==> config.mk <==
export PLATFORM = sky130hd
export DESIGN_NAME = swept_box_platform_collision_top
export DESIGN_NICKNAME = d
export VERILOG_FILES = /design/src/sv/sbpc_pkg.sv /design/src/sv/sbpc_div.sv /design/src/sv/swept_box_platform_collision_top.sv
export SDC_FILE = /design/constraint.sdc
export NUM_CORES = 2
export LEC_CHECK = 0
export ABC_AREA = 1
export CORE_MARGIN = 2
export CORE_UTILIZATION = 50
export CTS_CLUSTER_DIAMETER = 60
export CTS_CLUSTER_SIZE = 24
export DETAILED_ROUTE_END_ITERATION = 10
export DONT_BUFFER_PORTS = 1
export HOLD_SLACK_MARGIN = 0.08
export PLACE_DENSITY = 0.68
export SYNTH_ARGS = -nofsm -noshare
export SYNTH_HDL_FRONTEND = slang
export SYNTH_SLANG_ARGS = --single-unit
==> constraint.sdc <==
create_clock -name clk -period 13.6 [get_ports clk]
set_clock_uncertainty 0.05 [all_clocks]
set_input_delay 2.04 -clock clk [delete_from_list [all_inputs] [get_ports clk]]
set_output_delay 2.04 -clock clk [all_outputs]
set_load 0.1 [all_outputs]
==> src/sv/sbpc_pkg.sv <==
// Package for the swept box platform collision block: widths, codes, handshake
// structs and the coordinate saturation function. Depends on nothing.
package sbpc_pkg;

  localparam int COORD_BITS     = 24;
  localparam int TIME_FRAC_BITS = 16;
  localparam int NUM_W          = COORD_BITS + 2;                    // slab numerator
  localparam int DEN_W          = COORD_BITS + TIME_FRAC_BITS;       // ray length d
  localparam int DVD_W          = NUM_W - 1 + 16 + TIME_FRAC_BITS;   // |num| << 32
  localparam int TIME_W         = DVD_W + 3;                         // signed slab time
  localparam int MUL_A_W        = DEN_W + 1;
  localparam int MUL_B_W        = TIME_FRAC_BITS + 2;
  localparam int MUL_P_W        = MUL_A_W + MUL_B_W;

  localparam logic signed [TIME_W-1:0] TIME_SAT = TIME_W'(64'd1 << 50);
  localparam logic signed [TIME_W-1:0] ONE_T    = TIME_W'(64'd1 << TIME_FRAC_BITS);
  localparam logic [15:0] ELAPSED_RESET = 16'd1092;

  // Input mode codes
  localparam logic [1:0] MODE_START = 2'd0;
  localparam logic [1:0] MODE_OPEN  = 2'd1;
  localparam logic [1:0] MODE_MORE  = 2'd2;
  localparam logic [1:0] MODE_END   = 2'd3;

  // Contact sides
  localparam logic [2:0] SIDE_NONE   = 3'd0;
  localparam logic [2:0] SIDE_TOP    = 3'd1;
  localparam logic [2:0] SIDE_BOTTOM = 3'd2;
  localparam logic [2:0] SIDE_LEFT   = 3'd3;
  localparam logic [2:0] SIDE_RIGHT  = 3'd4;

  // Register indexes
  localparam logic REG_ELAPSED = 1'b0;
  localparam logic REG_IGNORE  = 1'b1;

  typedef struct packed {
    logic                    start;
    logic signed [NUM_W-1:0] num;
    logic signed [DEN_W-1:0] den;
  } div_req_t;

  typedef struct packed {
    logic                     done;
    logic signed [TIME_W-1:0] quot;
  } div_rsp_t;

  function automatic logic signed [COORD_BITS-1:0] sat_coord(input logic signed [33:0] v);
    logic signed [33:0] hi;
    logic signed [33:0] lo;
    hi = 34'sd8388607;
    lo = -34'sd8388608;
    if (v > hi) return COORD_BITS'(hi);
    else if (v < lo) return COORD_BITS'(lo);
    else return v[COORD_BITS-1:0];
  endfunction

endpackage

==> src/sv/sbpc_div.sv <==
// Radix-2 restoring divider giving floor(num * 2^32 / den), one quotient bit a cycle.
// Depends on sbpc_pkg.
module sbpc_div (
  input  logic             clk,
  input  logic             rst,
  input  sbpc_pkg::div_req_t req,
  output sbpc_pkg::div_rsp_t rsp
);
  import sbpc_pkg::*;

  logic [DVD_W-1:0]   dvd;      // dividend shifting out, quotient shifting in
  logic [DEN_W-1:0]   dvs;
  logic [DEN_W:0]     rem;
  logic [5:0]         cnt;
  logic               busy;
  logic               done;
  logic               neg;
  logic [DEN_W:0]     trial;
  logic               qbit;
  logic [NUM_W-1:0]   num_abs;
  logic [DEN_W-1:0]   den_abs;
  logic [TIME_W-1:0]  qext;

  // Magnitudes of the operands, trial remainder and quotient bit
  always_comb begin
    num_abs = req.num[NUM_W-1] ? NUM_W'(-req.num) : NUM_W'(req.num);
    den_abs = req.den[DEN_W-1] ? DEN_W'(-req.den) : DEN_W'(req.den);
    trial   = {rem[DEN_W-1:0], dvd[DVD_W-1]};
    qbit    = (trial >= {1'b0, dvs});
  end

  // Iteration
  always_ff @(posedge clk) begin
    if (rst) begin
      busy <= 1'b0;
      done <= 1'b0;
    end else begin
      done <= 1'b0;
      if (req.start) begin
        dvd  <= {num_abs[NUM_W-2:0], 32'd0};
        dvs  <= den_abs;
        rem  <= '0;
        cnt  <= '0;
        neg  <= req.num[NUM_W-1] ^ req.den[DEN_W-1];
        busy <= 1'b1;
      end else if (busy) begin
        rem <= qbit ? (trial - {1'b0, dvs}) : trial;
        dvd <= {dvd[DVD_W-2:0], qbit};
        cnt <= cnt + 6'd1;
        if (cnt == 6'(DVD_W - 1)) begin
          busy <= 1'b0;
          done <= 1'b1;
        end
      end
    end
  end

  // Sign fix-up toward minus infinity
  always_comb begin
    qext     = {3'b000, dvd};
    rsp.done = done;
    if (!neg) rsp.quot = qext;
    else if (rem != '0) rsp.quot = ~qext;
    else rsp.quot = -qext;
  end

endmodule

==> src/sv/swept_box_platform_collision_top.sv <==
// Top level of the swept box platform collision block: stream ports, APB registers,
// sequencer, shared multiplier. Depends on sbpc_pkg and sbpc_div.
//
// One transaction in at a time. A frame start is taken in the idle state; a frame end
// also passes through the output state. A platform/hurtbox pair runs through the
// sequencer as two multiplies for the ray, four slab quotients through the single
// 57-step divider, a sort step, a compare step and three more multiplies for the
// contact point and the velocity. A pair that is dropped early returns sooner. A
// finished result sits in the output register and the block takes the next
// transaction while it waits to be taken.
module swept_box_platform_collision_top (
  input  logic          clk,
  input  logic          rst,
  // mode[1:0]
  input  logic [1:0]    s_tuser,
  // rect_left, rect_top, rect_width, rect_height, rect_thin,
  // box_left, box_top, box_width, box_height, 3 zero bits
  input  logic [191:0]  s_tdata,
  input  logic          s_tvalid,
  output logic          s_tready,
  // kind
  output logic [0:0]    m_tuser,
  // side, contact_time, point_x, point_y, new_vel_x, new_vel_y,
  // hit_top, hit_bottom, hit_left, hit_right, 1 zero bit
  output logic [119:0]  m_tdata,
  output logic          m_tvalid,
  input  logic          m_tready,
  input  logic          psel,
  input  logic          penable,
  input  logic          pwrite,
  input  logic [2:0]    paddr,
  input  logic [31:0]   pwdata,
  output logic [31:0]   prdata,
  output logic          pready
);
  import sbpc_pkg::*;

  typedef enum logic [10:0] {
    ST_IDLE      = 11'b00000000001,
    ST_MULX      = 11'b00000000010,
    ST_MULY      = 11'b00000000100,
    ST_DIV_ISSUE = 11'b00000001000,
    ST_DIV_WAIT  = 11'b00000010000,
    ST_SORT      = 11'b00000100000,
    ST_DECIDE    = 11'b00001000000,
    ST_PX        = 11'b00010000000,
    ST_PY        = 11'b00100000000,
    ST_RES       = 11'b01000000000,
    ST_OUT       = 11'b10000000000
  } state_t;

  state_t state;

  // Registers
  logic [15:0] elapsed_time;
  logic        ignore_thin;

  // Entity state
  logic signed [COORD_BITS-1:0] ray_vel_x, ray_vel_y, resolved_vel_x, resolved_vel_y;
  logic [3:0]  side_flags;
  logic        platform_closed;

  // Latched pair
  logic signed [23:0] rl, rt, bl, bt;
  logic [22:0]        rw, rh, bw, bh;
  logic               thin;

  // Working values
  logic signed [DEN_W-1:0]  dx, dy;
  logic signed [TIME_W-1:0] tm [4];
  logic signed [TIME_W-1:0] nx, ny, fx, fy;
  logic [1:0]               idx;
  logic [15:0]              hn;
  logic signed [MUL_P_W-1:0] prod;

  // Result register contents
  logic        r_kind;
  logic [2:0]  r_side;
  logic [15:0] r_time;
  logic signed [23:0] r_px, r_py;

  div_req_t div_req;
  div_rsp_t div_rsp;

  sbpc_div u_div (
    .clk (clk),
    .rst (rst),
    .req (div_req),
    .rsp (div_rsp)
  );

  // Input unpack
  logic [1:0]         in_mode;
  logic signed [23:0] in_rl, in_rt;
  logic               in_thin;
  logic               in_drop;
  assign in_mode = s_tuser;
  assign in_rl   = s_tdata[23:0];
  assign in_rt   = s_tdata[47:24];
  assign in_thin = s_tdata[94];

  assign s_tready = (state == ST_IDLE);
  assign pready   = 1'b1;

  // Register read
  always_comb begin
    if (paddr[2] == REG_IGNORE) prdata = {31'd0, ignore_thin};
    else prdata = {16'd0, elapsed_time};
  end

  // Slab numerator and ray length for the current quotient
  logic signed [NUM_W-1:0] num_sel;
  logic signed [DEN_W-1:0] den_sel;
  always_comb begin
    case (idx)
      2'd0:    num_sel = NUM_W'(rl) - NUM_W'(bl) - NUM_W'({1'b0, bw});
      2'd1:    num_sel = NUM_W'(rt) - NUM_W'(bt) - NUM_W'({1'b0, bh});
      2'd2:    num_sel = NUM_W'(rl) + NUM_W'({1'b0, rw}) - NUM_W'(bl);
      default: num_sel = NUM_W'(rt) + NUM_W'({1'b0, rh}) - NUM_W'(bt);
    endcase
    den_sel = idx[0] ? dy : dx;
    div_req.start = (state == ST_DIV_ISSUE) && (den_sel != '0);
    div_req.num   = num_sel;
    div_req.den   = den_sel;
  end

  // Resolve axis and magnitude
  logic               res_y;
  logic signed [23:0] res_v;
  logic signed [24:0] res_vv;
  logic [24:0]        res_mag;
  always_comb begin
    res_y   = (r_side == SIDE_TOP) || (r_side == SIDE_BOTTOM);
    res_v   = res_y ? resolved_vel_y : resolved_vel_x;
    res_vv  = {res_v[23], res_v};
    res_mag = res_vv[24] ? 25'(-res_vv) : 25'(res_vv);
  end

  // Shared multiplier operand select
  logic signed [MUL_A_W-1:0] mul_a;
  logic signed [MUL_B_W-1:0] mul_b;
  logic signed [MUL_P_W-1:0] mul_p;
  always_comb begin
    mul_a = '0;
    mul_b = '0;
    case (state)
      ST_MULX: begin
        mul_a = MUL_A_W'(ray_vel_x);
        mul_b = MUL_B_W'({1'b0, elapsed_time});
      end
      ST_MULY: begin
        mul_a = MUL_A_W'(ray_vel_y);
        mul_b = MUL_B_W'({1'b0, elapsed_time});
      end
      ST_PX: begin
        mul_a = MUL_A_W'(dx);
        mul_b = MUL_B_W'({1'b0, hn});
      end
      ST_PY: begin
        mul_a = MUL_A_W'(dy);
        mul_b = MUL_B_W'({1'b0, hn});
      end
      ST_RES: begin
        mul_a = MUL_A_W'({1'b0, res_mag});
        mul_b = MUL_B_W'(17'h10000 - {1'b0, hn});
      end
      default: begin
        mul_a = '0;
        mul_b = '0;
      end
    endcase
    mul_p = mul_a * mul_b;
  end

  // Contact point from the registered product: floor((2*origin*2^31 + t*d) / 2^32)
  logic signed [NUM_W-1:0] pt_org;
  logic signed [63:0]      pt_sum;
  logic signed [23:0]      pt_sat;
  always_comb begin
    if (state == ST_PY) pt_org = NUM_W'($signed({bl, 1'b0})) + NUM_W'({1'b0, bw});
    else pt_org = NUM_W'($signed({bt, 1'b0})) + NUM_W'({1'b0, bh});
    pt_sum = (64'(pt_org) <<< 31) + 64'(prod);
    pt_sat = sat_coord({{2{pt_sum[63]}}, pt_sum[63:32]});
  end

  // Velocity resolution from the registered product
  logic [24:0]        delta;
  logic signed [26:0] res_sum;
  logic signed [23:0] res_new;
  always_comb begin
    delta = prod[40:16];
    if ((r_side == SIDE_TOP) || (r_side == SIDE_LEFT))
      res_sum = 27'(res_v) - 27'({2'b00, delta});
    else
      res_sum = 27'(res_v) + 27'({2'b00, delta});
    res_new = sat_coord(34'(res_sum));
  end

  // Hit decision on the sorted slab times
  logic                     sep;
  logic signed [TIME_W-1:0] hit_near, hit_far;
  always_comb begin
    sep      = (nx > fy) || (ny > fx);
    hit_near = (nx > ny) ? nx : ny;
    hit_far  = (fx < fy) ? fx : fy;
  end

  assign in_drop = ((in_mode == MODE_MORE) && platform_closed) || (ignore_thin && in_thin) ||
                   ((ray_vel_x == '0) && (ray_vel_y == '0));

  // Sequencer and datapath
  always_ff @(posedge clk) begin
    if (rst) begin
      state           <= ST_IDLE;
      elapsed_time    <= ELAPSED_RESET;
      ignore_thin     <= 1'b0;
      ray_vel_x       <= '0;
      ray_vel_y       <= '0;
      resolved_vel_x  <= '0;
      resolved_vel_y  <= '0;
      side_flags      <= '0;
      platform_closed <= 1'b0;
      m_tvalid        <= 1'b0;
      idx             <= '0;
    end else begin
      if (psel && penable && pwrite && pready) begin
        if (paddr[2] == REG_ELAPSED) elapsed_time <= pwdata[15:0];
        else ignore_thin <= pwdata[0];
      end
      // Output valid: set when a result is handed over, cleared when taken
      if ((state == ST_OUT) && (!m_tvalid || m_tready)) m_tvalid <= 1'b1;
      else if (m_tvalid && m_tready) m_tvalid <= 1'b0;

      case (state)
        ST_IDLE: begin
          if (s_tvalid) begin
            rl   <= in_rl;
            rt   <= in_rt;
            rw   <= s_tdata[70:48];
            rh   <= s_tdata[93:71];
            thin <= in_thin;
            bl   <= s_tdata[118:95];
            bt   <= s_tdata[142:119];
            bw   <= s_tdata[165:143];
            bh   <= s_tdata[188:166];
            idx  <= '0;
            case (in_mode)
              MODE_START: begin
                ray_vel_x       <= in_rl;
                resolved_vel_x  <= in_rl;
                ray_vel_y       <= in_rt;
                resolved_vel_y  <= in_rt;
                side_flags      <= '0;
                platform_closed <= 1'b1;
              end
              MODE_END: begin
                r_kind <= 1'b1;
                r_side <= SIDE_NONE;
                r_time <= '0;
                r_px   <= '0;
                r_py   <= '0;
                state  <= ST_OUT;
              end
              default: begin
                if (in_mode == MODE_OPEN) platform_closed <= 1'b0;
                if (!in_drop) state <= ST_MULX;
              end
            endcase
          end
        end
        ST_MULX: begin
          dx    <= mul_p[DEN_W-1:0];
          state <= ST_MULY;
        end
        ST_MULY: begin
          dy    <= mul_p[DEN_W-1:0];
          state <= ST_DIV_ISSUE;
        end
        ST_DIV_ISSUE: begin
          if (den_sel != '0) begin
            state <= ST_DIV_WAIT;
          end else if (num_sel == '0) begin
            state <= ST_IDLE;
          end else begin
            tm[idx] <= num_sel[NUM_W-1] ? -TIME_SAT : TIME_SAT;
            idx     <= idx + 2'd1;
            state   <= (idx == 2'd3) ? ST_SORT : ST_DIV_ISSUE;
          end
        end
        ST_DIV_WAIT: begin
          if (div_rsp.done) begin
            tm[idx] <= div_rsp.quot;
            idx     <= idx + 2'd1;
            state   <= (idx == 2'd3) ? ST_SORT : ST_DIV_ISSUE;
          end
        end
        ST_SORT: begin
          nx    <= (tm[0] > tm[2]) ? tm[2] : tm[0];
          fx    <= (tm[0] > tm[2]) ? tm[0] : tm[2];
          ny    <= (tm[1] > tm[3]) ? tm[3] : tm[1];
          fy    <= (tm[1] > tm[3]) ? tm[1] : tm[3];
          state <= ST_DECIDE;
        end
        ST_DECIDE: begin
          hn     <= hit_near[15:0];
          r_kind <= 1'b0;
          r_time <= hit_near[15:0];
          if (sep || (hit_far < 0)) begin
            state <= ST_IDLE;
          end else if ((hit_near < 0) || (hit_near >= ONE_T)) begin
            platform_closed <= 1'b1;
            state           <= ST_IDLE;
          end else if (nx > ny) begin
            if (thin) begin
              state <= ST_IDLE;
            end else begin
              r_side          <= dx[DEN_W-1] ? SIDE_RIGHT : SIDE_LEFT;
              side_flags      <= side_flags | (dx[DEN_W-1] ? 4'b1000 : 4'b0100);
              platform_closed <= 1'b1;
              state           <= ST_PX;
            end
          end else if (nx < ny) begin
            if (dy[DEN_W-1] && thin) begin
              state <= ST_IDLE;
            end else begin
              r_side          <= dy[DEN_W-1] ? SIDE_BOTTOM : SIDE_TOP;
              side_flags      <= side_flags | (dy[DEN_W-1] ? 4'b0010 : 4'b0001);
              platform_closed <= 1'b1;
              state           <= ST_PX;
            end
          end else begin
            r_side          <= SIDE_NONE;
            platform_closed <= 1'b1;
            state           <= ST_PX;
          end
        end
        ST_PX: begin
          prod  <= mul_p;
          state <= ST_PY;
        end
        ST_PY: begin
          r_px  <= pt_sat;
          prod  <= mul_p;
          state <= ST_RES;
        end
        ST_RES: begin
          r_py  <= pt_sat;
          prod  <= mul_p;
          state <= ST_OUT;
        end
        ST_OUT: begin
          if (!m_tvalid || m_tready) begin
            logic signed [23:0] vx_out, vy_out;
            vx_out = resolved_vel_x;
            vy_out = resolved_vel_y;
            if (!r_kind && (r_side != SIDE_NONE)) begin
              if (res_y) begin
                resolved_vel_y <= res_new;
                vy_out = res_new;
              end else begin
                resolved_vel_x <= res_new;
                vx_out = res_new;
              end
            end
            m_tuser  <= r_kind;
            m_tdata  <= {1'b0, side_flags[3], side_flags[2], side_flags[1], side_flags[0],
                         vy_out, vx_out, r_py, r_px, r_time, r_side};
            state    <= ST_IDLE;
          end
        end
        default: state <= ST_IDLE;
      endcase
    end
  end

  // Divider answers only while the sequencer waits for it
  assert property (@(posedge clk) disable iff (rst) div_rsp.done |-> state == ST_DIV_WAIT)
    else $error("divider result outside wait state");

  // A divider start, made only from the issue step, is followed by the wait step
  assert property (@(posedge clk) disable iff (rst) div_req.start |=> state == ST_DIV_WAIT)
    else $error("divider started without wait");

  // A result leaving the sequencer shows up on the output
  assert property (@(posedge clk) disable iff (rst)
    (state == ST_OUT && (!m_tvalid || m_tready)) |=> m_tvalid)
    else $error("result lost at output register");

  // Side flags only gain bits while a pair is in work
  assert property (@(posedge clk) disable iff (rst)
    (state != ST_IDLE) |=> ((side_flags & $past(side_flags)) == $past(side_flags)))
    else $error("side flag cleared mid pair");

endmodule

Yosys cells after proc, flatten, opt, wreduce, memory -nomap -nowiden
Memories as Yosys holds them, arrays and structs flattened.
Cells that the tools add are included.

word-level totals
  register bits = 1051
  word-level logic and storage cells = 309
  output and inout port bits = 156
  input bits = 236
  bits in writable memories = 240
  memories kept = 1

operators by class
  bitwise gates (word level) = 8
  reductions and logical operators = 60
  multiplexer cells = 119
  equality and inequality tests = 40
  $mul = 1
  add/sub/neg operators = 21
  magnitude comparators = 15

memories
  name  words  bits a word  read ports  clocked after Yosys merged registers in  write ports  line                                    RTL
  tm    4      60           4           0                                        1            swept_box_platform_collision_top.sv:70  logic signed [TIME_W-1:0] tm [4];

operator list
  cell                    number
  $mux W60                10
  $mux W24                17
  $gt A60 B60 Y1          5
  $pmux W41 S5            1
  $pmux W24 S2            4
  $pmux W11 S11           1
  $lt A60 B1 Y1 const B   2
  $lt A60 B60 Y1          2
  $mux W57                2
  $sub A25 B24 Y26        4
  $mux W11                8
  $mux W41                2
  $pmux W26 S3            1
  $add A57 B59 Y60        1
  $ge A60 B18 Y1 const B  1
  $neg A57 Y60            1
  $not A57 Y60            1
  $mul A41 B18 Y59        1
  $pmux W18 S3            1
  $add A25 B24 Y26        2
  $add A24 B24 Y25        2
  $mux W25                2
  $sub A24 B24 Y25        2
  $logic_not A24 Y1       2
  other kinds (76)        189

Depth between registers and ports, before layout
  depth after elaboration = 12
  mapped depth = 47

Cells and area by module
Synthesis repeated with hierarchy kept, for this count alone.

second synthesis, totals
  cell total of the unflattened synthesis = 13045
  area total of the unflattened synthesis = 106156.8 µm²

modules (own cells, without submodules)
  module                            cells each  times used  area an instance (µm²)
  swept_box_platform_collision_top  10999       1           92875.3
  sbpc_div                          2046        1           13281.5

Least setup slack after synthesis
Ideal clock, no wire load.

  kind = input port to flip-flop
  start = input rst
  end = register fx[0], enable pin
  required time = 12705 ps
  arrival time = 12591 ps
  cell stages on the path = 4
  setup slack = 114 ps
  path through = clkbuf_1 > clkbuf_1 > buf_1 > nor2_1

on the way
  longest elaborated chain between the ends = 2

RTL lines
  what                                line                                     RTL
  start: declaration                  swept_box_platform_collision_top.sv:13   input logic rst,
  $not A1 Y1 (no source line)         --
  $reduce_and A2 Y1 (no source line)  --
  end signal: assignment              swept_box_platform_collision_top.sv:299  fx <= (tm[0] > tm[2]) ? tm[0] : tm[2];
  end: declaration                    swept_box_platform_collision_top.sv:71   logic signed [TIME_W-1:0] nx, ny, fx, fy;

No other way between the ends.
A chain may end at the register's enable or synchronous reset.

Final worst setup path
  start = register state[8]
  end = register prod[56] (data pin)

on the way
  longest elaborated chain between the ends = 4
  elaborated cells on any way between the ends = 10
  classes of those cells = mul: 1; eq/ne: 5; mux: 2; reduce/logical: 2

RTL lines
  what                                   line                                     RTL
  start: declaration                     swept_box_platform_collision_top.sv:52   state_t state;
  start signal: assignment               swept_box_platform_collision_top.sv:287  state <= (idx == 2'd3) ? ST_SORT : ST_DIV_ISSUE;
  start signal: assignment               swept_box_platform_collision_top.sv:294  state <= (idx == 2'd3) ? ST_SORT : ST_DIV_ISSUE;
  $eq A11 B9 Y1 (tied with other cells)  swept_box_platform_collision_top.sv:146  case (state)
  $reduce_or A2 Y1 (no source line)      --
  $pmux W18 S3                           swept_box_platform_collision_top.sv:146
  $mul A41 B18 Y59 (*)                   swept_box_platform_collision_top.sv:172  mul_p = mul_a * mul_b;
  net mul_p[56]                          swept_box_platform_collision_top.sv:142  logic signed [MUL_P_W-1:0] mul_p;
  end signal: assignment                 swept_box_platform_collision_top.sv:338  prod <= mul_p;
  end signal: assignment                 swept_box_platform_collision_top.sv:343  prod <= mul_p;
  end signal: assignment                 swept_box_platform_collision_top.sv:348  prod <= mul_p;
  end: declaration                       swept_box_platform_collision_top.sv:74   logic signed [MUL_P_W-1:0] prod;

Mark *: on every way through the listed nets, which the timed path passes. The rest lies on a longest branch.

==> metrics.yaml <==
place:
  dp_cells: 15010
  place.gp.congestion: 1.022
  post-place-ws_ns: 3.137
  io_buffer_count: 0
  dp_hpwl_um: 286700
critical_path:
  arrival_ns: 11.12
  path_buf_inv: 11
  path_max_fanout: 26
  crit_type: "flop to flop"
  crit_path_frequent_cell: "inv_1"
  critPathLaunchType: "flop"
  critPathRequiredTime_ns: 14.08
  cp-end-kind: "flop"
  timing.rr.end: "prod[56]"
  r2r_cells: 35
  r2r_slack_ns: 2.96
  critPathSlowestCell: "clkinv_1"
  cpLargestDelayFamily: "adder cells"
  critical-path-max-stage-delay_ns: 0.88
  timing.rr.start: "state[8]"
power_and_ir_drop:
  powerDensity_nw_per_um2: 119.4
  peakVddDrop_uv: 156.8
  intPower_w: 0.007575
  leakage_nw: 51.39
  clkPwrFrac: 0.254
  p_switching_w: 0.005697
  pwr-share-seq: 0.355
  swShare: 0.4292
  pwr-share-comb: 0.391
timing:
  fin_crit_sh: 0.7827
  setup_violations: 0
  slew_headroom: 0.1748
  rsz0062_at_grt: "false"
  setup_tns_ns: 0
  finalWorstSetupSlack_ns: 2.956
  finalHoldViolCount: 0
  hold_ws_ns: 0.3616
  worst_slew_pin_slew_ns: 1.240
  period_needed_ns: 10.64
  drv_slew: 0
  fmax_mhz: 93.95
floorplan:
  top_level_ports: 392
  rows: 167
  die-area_um2: 212400
  core_um2: 207300
  die-height_um: 460.8
  die_w_um: 460.8
  start_util: 0.5034
logic_synthesis:
  ys_top_cells_by_count: "2705 x nand2_1, 2448 x inv_1, 1141 x edfxtp_1"
  syn_inst: 12460
  synth_enable_flop_cells: 1141
  syn-cell-area_um2: 104300
  ys_async_sr_fraction: 0
  yosys.area.top_type_share: 0.3284
  ys_ff_latch: 1275
  synth_ff_type: "edfxtp_1"
  synth_sequential_area_ratio: 0.3541
  synth_most_common_cell: "nand2_1"
  yosysWarnings: 0
  syn_avg_cell_area_um2: 8.374
  yosys.area.top_type: "edfxtp_1"
  yosysUniqueCellTypes: 75
  synth.top_cells.by_area: "edfxtp_1 33%, fa_1 14%, nand2_1 9.7%, ha_1 9.0%, inv_1 8.8%"
clock_network:
  cts_resized: 0
  htreeDepth: 3
  cts_tree: "done"
  clk_path_buf_depth: 3
  clock_latency_ns: 0.80
  cts_setup_buffers: 0
  clk_pin_slew_ns: 0.09
  numCtsBuffers: 102
  cts.hold.buffers_added: 0
  clock-sinks: 1275
  root_buffer: "clkbuf_16"
detailed_routing:
  antenna_left: 0
  wl_um: 355300
  drt-wirelength-per-cell_um: 23.28
  drt_drc_violations_left: 0
  routed_via_density: 5.630
  drt_iter0_drc: 8889
  firstDrtPassIters: 7
  dr_total_vias: 85920
flow_run:
  drv_cap: 0
global_route:
  gr-usage-all-layers: 0.3334
  overflow: 0
  grt_pass1_wl_um: 527000
  grt_pass1_vias: 83830
  grt_antenna_before_repair: 45
  grt_max_degree: 169
finish:
  drive_gt1_frac: 0.03715
  final_cell_count_no_fill: 15260
  nFillCells: 19290
  layout.nets: 14050
  post-route-util: 0.5363
  area_growth_pct: 6.538
min_path:
  min_from: "r_py[15]"
  hold_path_class: "flop to flop"
  min_path_cells: 0
  hold_end: "m_tdata[58]"
run_status:
  status: "finished clean"
-- cell families (layout without fill, tap and decap cells) --
family	count (synthesis)	after routing	synth area share
and+or+nand+nor	4847	4847	0.1953
buffers and inverters	2835	2751	0.1051
AOI/OAI and AO/OA	1755	1755	0.09165
adders and majority gates	1493	1493	0.2324
DFF	1275	1275	0.3541
xor gates and xnor gates	241	241	0.02023
muxes	12	12	0.001151
other	2	99	0.00007197
-- per-stage QoR --
step,area [um^2],power [W]
after floorplan,104500,0.008189
after global placement,107200,0.009839
after detailed placement,107200,0.009863
after CTS,111000,0.01323
after global routing,111100,0.01396
final,111200,0.01327
-- registers in the layout, summed over array words and instances (netlist names), 40 cells and up --
| register | flops |
|---|---|
| tm | 240 |
| m_tdata | 119 |
| fx | 60 |
| fy | 60 |
| nx | 60 |
| ny | 60 |
| u_div.dvd | 57 |
| prod | 43 |
| u_div.rem | 41 |
| dx | 40 |
| dy | 40 |
| u_div.dvs | 40 |
-- power groups by stage --
stage                     sequential, W  combinational (W)  clock, W
after floorplan                 0.00472            0.00347         0
after global placement          0.00479            0.00505         0
after detailed placement        0.00479            0.00507         0
after CTS                       0.00470            0.00510   0.00342
after global routing            0.00472            0.00568   0.00356
final                           0.00471            0.00519   0.00338
-- how the worst max path moves through the flow --
| stage | startpoint | endpoint | slack, ns | cells after the start |
|---|---|---|---|---|
| 4_1_cts | state[8] | prod[51] | 3.17 | 35 |
| 5_1_grt | state[10] | prod[51] | 2.45 | 34 |
| 3_5_place_dp | state[8] | prod[57] | 3.14 | 27 |
| 6_report | state[8] | prod[56] | 2.96 | 35 |
| 3_3_place_gp | state[8] | prod[51] | 3.21 | 35 |
| 2_1_floorplan | rst | fx[0] | 0.11 | 4 |
-- per-layer routing --
layer / wire [um] / up-vias / part of all wire / global-route usage
li1: - / 39950 / - / -
met2: 163400 / 3455 / 0.46 / 0.5337
met3: 27460 / 673 / 0.077 / 0.04627
met5: 91 / - / 0.00026 / 0
met4: 16790 / 14 / 0.047 / 0.1446
met1: 147600 / 41830 / 0.42 / 0.4529
-- cell type report --
class | count | area (um^2) | share of cell area
Antenna cell | 64 | 160.2 | 0.001441
Sequential cell | 1275 | 36950 | 0.3324
Tap cell | 2788 | 3488 | 0.03138
Multi-Input combinational cell | 8383 | 56830 | 0.5112
Clock inverter | 85 | 1207 | 0.01086
Inverter | 2483 | 9325 | 0.08389
Clock buffer | 107 | 2614 | 0.02351
Timing Repair Buffer | 76 | 595.6 | 0.005358
-- placed cells by master (no fill, tap or decap), types with 64 or more instances in the layout --
| cell | instances |
|---|---|
| buf_4 | 74 |
| o21ai_0 | 591 |
| fa_1 | 742 |
| nor3_1 | 104 |
| ha_1 | 751 |
| diode_2 | 64 |
| nand3_1 | 642 |
| nand4_1 | 172 |
| clkbuf_16 | 104 |
| xor2_1 | 146 |
| xnor2_1 | 93 |
| nor2_1 | 961 |
| inv_1 | 2444 |
| dfxtp_1 | 133 |
| nand2_1 | 2702 |
| edfxtp_1 | 1141 |
| a21oi_1 | 812 |
| nor4_1 | 77 |
No activity file was read; power rests on OpenSTA's default activity.
